**config.mk**
```make
export PLATFORM = sky130hd
export DESIGN_NAME = lp2c_cordic
export DESIGN_NICKNAME = d
export VERILOG_FILES = /design/src/hdl/lp2c_pkg.sv /design/src/hdl/lp2c_cordic.sv
export SDC_FILE = /design/constraint.sdc
export NUM_CORES = 1
export LEC_CHECK = 0
export ABC_AREA = 1
export BUFFER_PORTS_ARGS = -buffer_cell sky130_fd_sc_hd__clkbuf_2
export CAP_MARGIN = 5
export CORE_MARGIN = 2
export CORE_UTILIZATION = 45
export DETAILED_ROUTE_END_ITERATION = 12
export GPL_ROUTABILITY_DRIVEN = 0
export MAX_ROUTING_LAYER = met4
export PLACE_DENSITY = 0.65
export SYNTH_ARGS = -nofsm -noshare
export SYNTH_HDL_FRONTEND = slang
export SYNTH_SLANG_ARGS = --single-unit
```
**constraint.sdc**
```tcl
create_clock -name clk -period 15.5 [get_ports clk]
set_input_delay 0.775 -clock clk [delete_from_list [all_inputs] [get_ports clk]]
set_output_delay 0.775 -clock clk [all_outputs]
set_load 0.1 [all_outputs]
```
**src/hdl/lp2c_pkg.sv**
```systemverilog
// ----------------------------------------------------------------------------
// lp2c_pkg: shared types and constants
// Sequencer states, tag characters and the CORDIC arctangent table.
// ----------------------------------------------------------------------------
package lp2c_pkg;

  localparam int unsigned COUNT_W = 24;
  localparam int unsigned POS_W   = 25;
  localparam int unsigned ANG_W   = 16;
  localparam logic [COUNT_W-1:0] COUNT_MAX = 24'hFFFFFF;
  localparam logic [COUNT_W-1:0] THRESH_RESET = 24'd1000;
  localparam logic signed [19:0] GAIN_Q16 = 20'sd39797;
  localparam logic [19:0] CD_TO_RAD = 20'd749613;
  localparam logic [7:0] CHAR_E = 8'h45;

  typedef enum logic [1:0] {
    HDR_FIRST = 2'd0,
    HDR_TAG   = 2'd1,
    HDR_REC   = 2'd2,
    HDR_DROP  = 2'd3
  } hdr_mode_t;

  typedef enum logic [3:0] {
    ST_IDLE,
    ST_REDUCE,
    ST_THETA,
    ST_CORDIC,
    ST_QUAD,
    ST_MUL_RC,
    ST_MUL_X,
    ST_MUL_Y,
    ST_MUL_Z,
    ST_EMIT_PT,
    ST_EMIT_MK
  } seq_state_t;

  typedef enum logic [2:0] {C_IDLE, C_RED, C_TH, C_ROT, C_FIN} cordic_state_t;

  function automatic logic [7:0] tag_char(input logic [2:0] idx);
    case (idx)
      3'd0: tag_char = 8'h45;
      3'd1: tag_char = 8'h42;
      3'd2: tag_char = 8'h52;
      3'd3: tag_char = 8'h42;
      3'd4: tag_char = 8'h45;
      3'd5: tag_char = 8'h50;
      default: tag_char = 8'h00;
    endcase
  endfunction

  function automatic logic [16:0] atan_q16(input logic [4:0] i);
    case (i)
      5'd0: atan_q16 = 17'd51472;
      5'd1: atan_q16 = 17'd30386;
      5'd2: atan_q16 = 17'd16055;
      5'd3: atan_q16 = 17'd8150;
      5'd4: atan_q16 = 17'd4091;
      5'd5: atan_q16 = 17'd2047;
      5'd6: atan_q16 = 17'd1024;
      5'd7: atan_q16 = 17'd512;
      5'd8: atan_q16 = 17'd256;
      5'd9: atan_q16 = 17'd128;
      5'd10: atan_q16 = 17'd64;
      5'd11: atan_q16 = 17'd32;
      5'd12: atan_q16 = 17'd16;
      5'd13: atan_q16 = 17'd8;
      5'd14: atan_q16 = 17'd4;
      5'd15: atan_q16 = 17'd2;
      5'd16: atan_q16 = 17'd1;
      default: atan_q16 = 17'd0;
    endcase
  endfunction

endpackage

```
**src/hdl/lp2c_cordic.sv**
```systemverilog
// ----------------------------------------------------------------------------
// lp2c_cordic: iterative sine/cosine
// One rotation step per cycle; Q16 sine and cosine of an angle in [0,36000)
// centidegrees, quadrant folded at the end.
// ----------------------------------------------------------------------------
module lp2c_cordic import lp2c_pkg::*; #(
  parameter int unsigned CORDIC_STEPS = 16
) (
  input  logic                clk,
  input  logic                rst_n,
  input  logic                start,
  input  logic [ANG_W-1:0]    angle,
  output logic                done,
  output logic signed [19:0]  sin_out,
  output logic signed [19:0]  cos_out
);

  localparam int unsigned IW = $clog2(CORDIC_STEPS + 1);

  cordic_state_t cst_r, cst_nxt;
  logic [ANG_W-1:0] a_r;
  logic [1:0] q_r;
  logic signed [20:0] x_r, y_r;
  logic signed [20:0] z_r;
  logic [IW-1:0] i_r;
  logic signed [20:0] dx, dy;
  logic [4:0] idx5;
  logic [34:0] prod;

  assign idx5 = 5'(i_r);
  assign dx = y_r >>> i_r;
  assign dy = x_r >>> i_r;
  assign prod = 35'(a_r[13:0]) * 35'(CD_TO_RAD) + 35'd32768;

  always_comb begin
    cst_nxt = cst_r;
    case (cst_r)
      C_IDLE: if (start) cst_nxt = C_RED;
      C_RED: if (a_r < 16'd9000) cst_nxt = C_TH;
      C_TH: cst_nxt = C_ROT;
      C_ROT: if (i_r == IW'(CORDIC_STEPS - 1)) cst_nxt = C_FIN;
      C_FIN: cst_nxt = C_IDLE;
      default: cst_nxt = C_IDLE;
    endcase
  end

  always_ff @(posedge clk) begin
    if (!rst_n) cst_r <= C_IDLE;
    else cst_r <= cst_nxt;
  end

  // Reduce by repeated subtraction of 9000 after one wrap of 36000.
  always_ff @(posedge clk) begin
    case (cst_r)
      C_IDLE: if (start) begin
        a_r <= (angle >= 16'd36000) ? angle - 16'd36000 : angle;
        q_r <= 2'd0;
      end
      C_RED: if (a_r >= 16'd9000) begin
        a_r <= a_r - 16'd9000;
        q_r <= q_r + 2'd1;
      end
      C_TH: begin
        z_r <= 21'(prod[34:16]);
        x_r <= 21'(GAIN_Q16);
        y_r <= '0;
        i_r <= '0;
      end
      C_ROT: begin
        if (!z_r[20]) begin
          x_r <= x_r - dx; y_r <= y_r + dy; z_r <= z_r - 21'(atan_q16(idx5));
        end else begin
          x_r <= x_r + dx; y_r <= y_r - dy; z_r <= z_r + 21'(atan_q16(idx5));
        end
        i_r <= i_r + 1'b1;
      end
      default: ;
    endcase
  end

  assign done = (cst_r == C_FIN);

  always_comb begin
    case (q_r)
      2'd0: begin sin_out = 20'(y_r);  cos_out = 20'(x_r);  end
      2'd1: begin sin_out = 20'(x_r);  cos_out = 20'(-y_r); end
      2'd2: begin sin_out = 20'(-y_r); cos_out = 20'(-x_r); end
      default: begin sin_out = 20'(-x_r); cos_out = 20'(y_r); end
    endcase
  end

`ifndef SYNTHESIS
  a_reduce_bounded: assert property (@(posedge clk) disable iff (!rst_n)
    cst_r == C_TH |-> a_r < 16'd9000) else $error("angle not reduced");
  a_done_pulse: assert property (@(posedge clk) disable iff (!rst_n)
    done |=> !done) else $error("done held");
  a_iter_range: assert property (@(posedge clk) disable iff (!rst_n)
    cst_r == C_ROT |-> i_r < IW'(CORDIC_STEPS)) else $error("iteration overrun");
`endif

endmodule

```
==> flow_metrics.py, run 1 <==
metrics = {
    "status": {
        "status": "complete, no violations",
    },
    "timing": {
        "setup-tns-final_ns": 0,
        "slew_viol_final": 0,
        "max_freq_mhz": 175.7,
        "min_period_over_period_pct": 36.73,
        "period_minus_slack_ns": 5.693,
        "fin_skew_ns": 0.01272,
        "setup-violations-final": 0,
        "finalHoldViolCount": 0,
        "tightest_slew_ns": 1.138,
        "rsz0062_at_grt": "no",
        "maxSlewHeadroom_pct": 24.16,
    },
    "routing": {
        "wirelength_um": 51380,
        "vias": 17410,
        "routed_via_density": 5.557,
        "wl_per_cell_um": 16.40,
        "postRouteAntennaNets": 0,
        "remaining_drc_errors": 0,
        "first_iter_violations": 1396,
        "dr.pass1.iters": 6,
    },
    "critical_path": {
        "cp.arrival_ns": 5.93,
        "r2r_end": "z_r[12]$_DFFE_PN_",
        "endpoint_kind": "register",
        "slowest_stage": "nor4_1",
        "cp_num_buf_inv": 3,
        "cp_num_cells": 20,
        "reg2reg_slack_ns": 9.81,
        "worst_path_most_repeated_cell": "ha_1",
        "worstPathCellList": "inv_1 -> ha_1 -> xnor2_1 -> ha_1 -> o21bai_1 -> ha_1 -> fa_1 -> inv_1 -> fa_1 -> fa_1 -> inv_1 -> ha_1 -> nand2_1 -> nor4_1 -> nand4_1 -> nand3_1 -> a21oi_1 -> o21ai_0 -> a21oi_1 -> a21oi_1",
        "crit_required_ns": 15.73,
        "setup.worst_path.class": "register to register",
        "critical_path.max_fanout": 9,
        "critPathLaunchType": "register",
        "r2r_start": "a_r[12]$_DFFE_PP_",
        "cpPeakStageDelay_ns": 0.60,
        "cpLargestDelayFamily": "adder cells",
        "r2r_cells": 20,
    },
    "clock_tree": {
        "cts_sinks": 105,
        "cts_root_buffer": "clkbuf_16",
        "cts_hold_buf": 0,
        "post_cts_buffers": 0,
        "post_cts_resize_count": 0,
        "cts_buffer_depth": 2,
        "clkLatencyLatePin_ns": 0.37,
        "cts_buffers": 9,
        "clk_pin_slew_ns": 0.08,
        "cts_tree": "yes",
        "cts_max_level": 3,
    },
    "die": {
        "core.rowCount": 72,
        "pin_count": 60,
        "dieArea_um2": 40520,
        "die_w_um": 201.3,
        "die_h_um": 201.3,
        "start_util_pct": 45.43,
        "core-area_um2": 38560,
    },
    "yosys": {
        "synth_cell_type_count": 58,
        "ys_seq_elements": 105,
        "synth_top_cell_by_area": "ha_1",
        "synth_area_um2": 17520,
        "synth_area_per_cell_um2": 6.727,
        "yosys.area.top_type_share_pct": 16.21,
        "yosys_warnings": 0,
        "synth_area_leaders": "ha_1 16%, edfxtp_1 15%, nand2_1 13%, inv_1 8.8%, fa_1 8.2%",
        "syn_nets": 2922,
        "synthArstFlopShare_pct": 0,
        "synth_edf_count": 86,
        "synth_top_flop_cell": "edfxtp_1",
        "syn_inst": 2604,
        "ys_seq_area_share_pct": 16.91,
    },
    "layout": {
        "multi_input_area_um2": 12650,
        "nets": 2928,
        "area_growth_pct": 5.664,
        "layout_common_cells": "586 x nand2_1, 410 x inv_1, 227 x ha_1",
        "seq_area_um2": 2963,
        "antenna_cells": 0,
        "fillers": 4037,
        "drive_above_1_share_pct": 4.742,
        "final_common_cell": "nand2_1",
    },
    "hold_path": {
        "hold_depth": 3,
        "hold_class": "primary input to register",
        "hp-start": "rst_n",
        "whs_endpoint": "cst_r[0]$_SDFFE_PN0P_",
    },
    "global_routing": {
        "grt_pass1_wl_um": 84460,
        "grt_pass1_vias": 16830,
        "grt_use_total_pct": 26.32,
        "grt_max_degree": 73,
        "gr-total-overflow": 0,
        "grt_antenna_before_repair": 0,
    },
    "flow_run": {
        "maxCapViolations": 0,
    },
    "placed_design": {
        "io_buffer_count": 59,
        "dp_hpwl_um": 40840,
    },
}
## worst register-to-register path, cell delays in order (launching register included)
cell      delay (ns)
edfxtp_1        0.55
inv_1           0.18
ha_1            0.42
xnor2_1         0.19
ha_1            0.18
o21bai_1        0.16
ha_1            0.31
fa_1            0.54
inv_1           0.06
fa_1            0.50
fa_1            0.55
inv_1           0.04
ha_1            0.38
nand2_1         0.14
nor4_1          0.60
nand4_1         0.17
nand3_1         0.16
a21oi_1         0.10
o21ai_0         0.15
a21oi_1         0.06
a21oi_1         0.11
## final cells by class
cell class	instances	area share [%]
inverters	417	8.456
flip-flops and latches	105	16.01
multi-input cells	2007	68.35
clock inverters	5	0.2231
clock buffers	11	1.426
well taps	518	3.501
repair buffers	70	2.041
## synthesized netlist by cell type, types with 15 or more instances
| cell type | count |
|---|---|
| edfxtp_1 | 86 |
| o21ai_0 | 183 |
| o22ai_1 | 23 |
| xnor2_1 | 29 |
| nor3_1 | 28 |
| a21oi_1 | 191 |
| nand3_1 | 194 |
| fa_1 | 72 |
| nand4_1 | 28 |
| nor2_1 | 200 |
| dfxtp_1 | 19 |
| nand2_1 | 587 |
| ha_1 | 227 |
| inv_1 | 410 |
| clkbuf_1 | 43 |
| buf_2 | 15 |
| xor2_1 | 55 |
| o21ai_1 | 37 |
| a221oi_1 | 16 |
## metrics by stage
step                      util (%)  setup slack, ns  hold slack [ns]  instance area [um^2]  std cells
after floorplan                  -            10.33           0.5303                 17520       2604
after global placement       47.22            9.984           0.6286                 18210       3117
final                        48.01            9.807           0.6409                 18510       3133
after global routing         48.01            9.498           0.6450                 18510       3133
after detailed placement     47.22            9.891           0.6399                 18210       3117
after CTS                    48.01            9.860           0.6319                 18510       3133
## worst max-delay path by stage
stage                       from                 to  slack, ns
2_1_floorplan  a_r[12]$_DFFE_PP_   z_r[7]$_DFFE_PN_      10.33
3_3_place_gp   a_r[12]$_DFFE_PP_  z_r[13]$_DFFE_PN_       9.98
3_5_place_dp   a_r[12]$_DFFE_PP_  z_r[13]$_DFFE_PN_       9.89
4_1_cts        a_r[12]$_DFFE_PP_  z_r[13]$_DFFE_PN_       9.86
5_1_grt        a_r[12]$_DFFE_PP_  z_r[12]$_DFFE_PN_       9.50
6_report       a_r[12]$_DFFE_PP_  z_r[12]$_DFFE_PN_       9.81
## logic make-up after synthesis
kind of cell / count (synthesis) / synth area share (%)
flops: 105 / 16.91
fa+ha+maj: 299 / 24.44
xor+xnor: 84 / 4.200
mux: 2 / 0.1143
simple gates: 1080 / 25.96
compound gates: 542 / 17.42
buf+inv: 492 / 10.95
## per-layer routing
metal | vias up | share of wire (%) | global-route usage [%]
met3 | 144 | 5.0 | 2.365
li1 | 8660 | - | -
met4 | 0 | 4.8 | 12.47
met5 | - | 0 | -
met2 | 570 | 47 | 44.17
met1 | 8035 | 43 | 32.04
Power of run 1 is left out: the tool's default activity adds up to more than one toggle a clock period on the data nets, which glitch-free logic cannot reach.
==> run 2, diff against run 1 <==
ABC_AREA = 0   (was 1)
clock period = 5.5 ns   (was 15.5 ns; I/O delays follow)
==> flow_metrics.py, run 2 <==
metrics = {
    "status": {
        "status": "complete, no violations",
    },
    "timing": {
        "slew_viol_final": 0,
        "min_period_over_period_pct": 97.62,
        "max_freq_mhz": 186.3,
        "holdWs_ns": 0.1764,
        "finalHoldViolCount": 0,
        "maxSlewHeadroom_pct": 18.68,
        "period_minus_slack_ns": 5.369,
        "tightest_slew_ns": 1.218,
        "setup-tns-final_ns": 0,
        "setup-violations-final": 0,
        "fin_skew_ns": 0.01178,
    },
    "die": {
        "dieArea_um2": 40120,
        "core-area_um2": 37840,
        "die_h_um": 200.3,
        "pin_count": 60,
        "start_util_pct": 45.82,
        "die_w_um": 200.3,
        "core.rowCount": 71,
    },
    "placed_design": {
        "io_buffer_count": 59,
        "dp_hpwl_um": 38970,
        "placed_cell_area_um2": 18810,
    },
    "yosys": {
        "synth_top_cells_by_count": "227 x ha_1, 204 x inv_1, 176 x nor2_1",
        "synth_top_cell_by_area": "ha_1",
        "synth_area_um2": 17340,
        "synth_area_leaders": "ha_1 16%, edfxtp_1 15%, fa_1 8.3%, mux4_2 5.6%, a21oi_1 4.8%",
        "synth_edf_count": 86,
        "syn_inst": 2008,
        "ys_seq_elements": 105,
        "yosys.area.top_type_share_pct": 16.38,
        "synth_cell_type_count": 92,
        "synth_area_per_cell_um2": 8.635,
        "synth_most_common_cell": "ha_1",
        "synthArstFlopShare_pct": 0,
        "synth_top_flop_cell": "edfxtp_1",
        "syn_nets": 2326,
        "ys_seq_area_share_pct": 17.09,
        "yosys_warnings": 0,
    },
    "clock_tree": {
        "cts_buffer_depth": 2,
        "cts_sinks": 105,
        "clkLatencyLatePin_ns": 0.38,
        "cts_tree": "yes",
        "clk_pin_slew_ns": 0.09,
        "cts_buffers": 9,
        "cts_root_buffer": "clkbuf_16",
        "cts_max_level": 3,
    },
    "hold_path": {
        "whs_endpoint": "a_r[0]$_DFFE_PP_",
        "hold_class": "primary input to register",
        "hold_depth": 2,
        "hp-start": "angle[0]",
    },
    "routing": {
        "remaining_drc_errors": 0,
        "dr.pass1.iters": 10,
        "wl_per_cell_um": 19.21,
        "wirelength_um": 50750,
        "routed_via_density": 5.998,
        "postRouteAntennaNets": 0,
        "vias": 15840,
        "first_iter_violations": 1419,
    },
    "critical_path": {
        "critPathLaunchType": "register",
        "setup.worst_path.class": "register to register",
        "worstPathCellList": "buf_12 -> clkbuf_16 -> buf_4 -> a21o_1 -> a221o_1 -> mux4_2 -> inv_1 -> ha_1 -> and4_4 -> nor4b_4 -> buf_4 -> nand3_2 -> nand2_2 -> o21ai_0 -> xor2_1 -> ha_1 -> and3_1 -> a221o_1 -> a31o_2 -> a21o_1 -> or2_2 -> mux2i_1",
        "cp.arrival_ns": 5.61,
        "critical_path.max_fanout": 11,
        "endpoint_kind": "register",
        "r2r_start": "i_r[1]$_DFFE_PN_",
        "reg2reg_slack_ns": 0.13,
        "r2r_end": "x_r[20]$_SDFFCE_PN0N_",
        "r2r_cells": 22,
        "cpPeakStageDelay_ns": 0.51,
        "crit_required_ns": 5.74,
        "slowest_stage": "edfxtp_1",
    },
    "layout": {
        "nets": 2443,
        "final_common_cell": "ha_1",
        "fillers": 3493,
        "layout_common_cells": "201 x ha_1, 194 x inv_1, 175 x nor2_1",
        "area_growth_pct": 14.47,
        "finalInstanceArea_um2": 19850,
        "antenna_cells": 0,
        "drive_above_1_share_pct": 18.69,
    },
    "flow_run": {
        "maxCapViolations": 0,
    },
    "global_routing": {
        "grt_pass1_vias": 15220,
        "grt_max_degree": 56,
        "gr-total-overflow": 0,
        "grt_pass1_wl_um": 80500,
        "grt_antenna_before_repair": 0,
        "grt_use_total_pct": 25.46,
    },
}
-- run 2: per-stage QoR --
stage	setup WS (ns)	instances	util, %
floorplan	0.04493	2008	-
global placement	0.02753	2594	49.70
detailed placement	-0.08373	2594	49.70
CTS	-0.02032	2614	50.65
global route	-0.04597	2641	52.45
finish	0.1309	2641	52.45
-- run 2: timing repair --
item,in CTS,in global routing
gates resized for setup,5,80
buffers inserted,4,25
gates cloned,0,2
pin swaps,4,38
setup endpoints to repair,6,23
hold buffers,0,0
hold endpoints to repair,0,0
-- run 2: worst max-delay path by stage --
stage,from,to,slack (ns)
detailed placement,a_r[2]$_DFFE_PP_,z_r[11]$_DFFE_PN_,-0.08
CTS,a_r[4]$_DFFE_PP_,z_r[11]$_DFFE_PN_,-0.02
floorplan,a_r[12]$_DFFE_PP_,z_r[13]$_DFFE_PN_,0.04
global placement,a_r[3]$_DFFE_PP_,z_r[13]$_DFFE_PN_,0.03
global route,a_r[4]$_DFFE_PP_,z_r[13]$_DFFE_PN_,-0.05
finish,i_r[1]$_DFFE_PN_,x_r[20]$_SDFFCE_PN0N_,0.13
-- run 2: area by class of cell --
cell class              count  area (um^2)  area share, %
repair buffers            220         1600          8.063
flip-flops and latches    105         2963          14.93
clock inverters             7        83.83         0.4224
multi-input cells        1582        13560          68.30
clock buffers               9        225.2          1.135
inverters                 207        779.5          3.927
well taps                 511        639.4          3.221
-- run 2: cells by family (layout without fill, tap and decap cells) --
logic type | after synthesis | after routing | share of synthesized area, %
multiplexers | 110 | 110 | 9.713
adder cells (fa/ha/maj) | 299 | 299 | 24.69
XOR/XNOR | 165 | 165 | 8.335
flip-flops | 105 | 105 | 17.09
buffers and inverters | 321 | 443 | 7.346
AO/OA/AOI/OAI | 499 | 499 | 18.70
AND/OR/NAND/NOR | 509 | 509 | 14.13
-- run 2: routing by layer --
metal  part of all wire (%)  routed length (um)  vias up  GRT usage (%)
li1                       -                   -     7439              -
met1                     41               20610     7588          31.26
met2                     49               24630      663          42.29
met3                    6.4                3243      151          3.498
met4                    4.4                2257        0          10.34
met5                      0                   0        -              -
-- run 2: worst max-delay path: cells and delay by family (launching register included) --
family	cells	cell delay, ns
simple gates	6	1.15
fa+ha+maj	2	0.51
xor+xnor	1	0.16
buf+inv	5	0.83
mux	2	0.63
compound gates	6	1.42
flops	1	0.51
Power of run 2 is left out for the same reason.
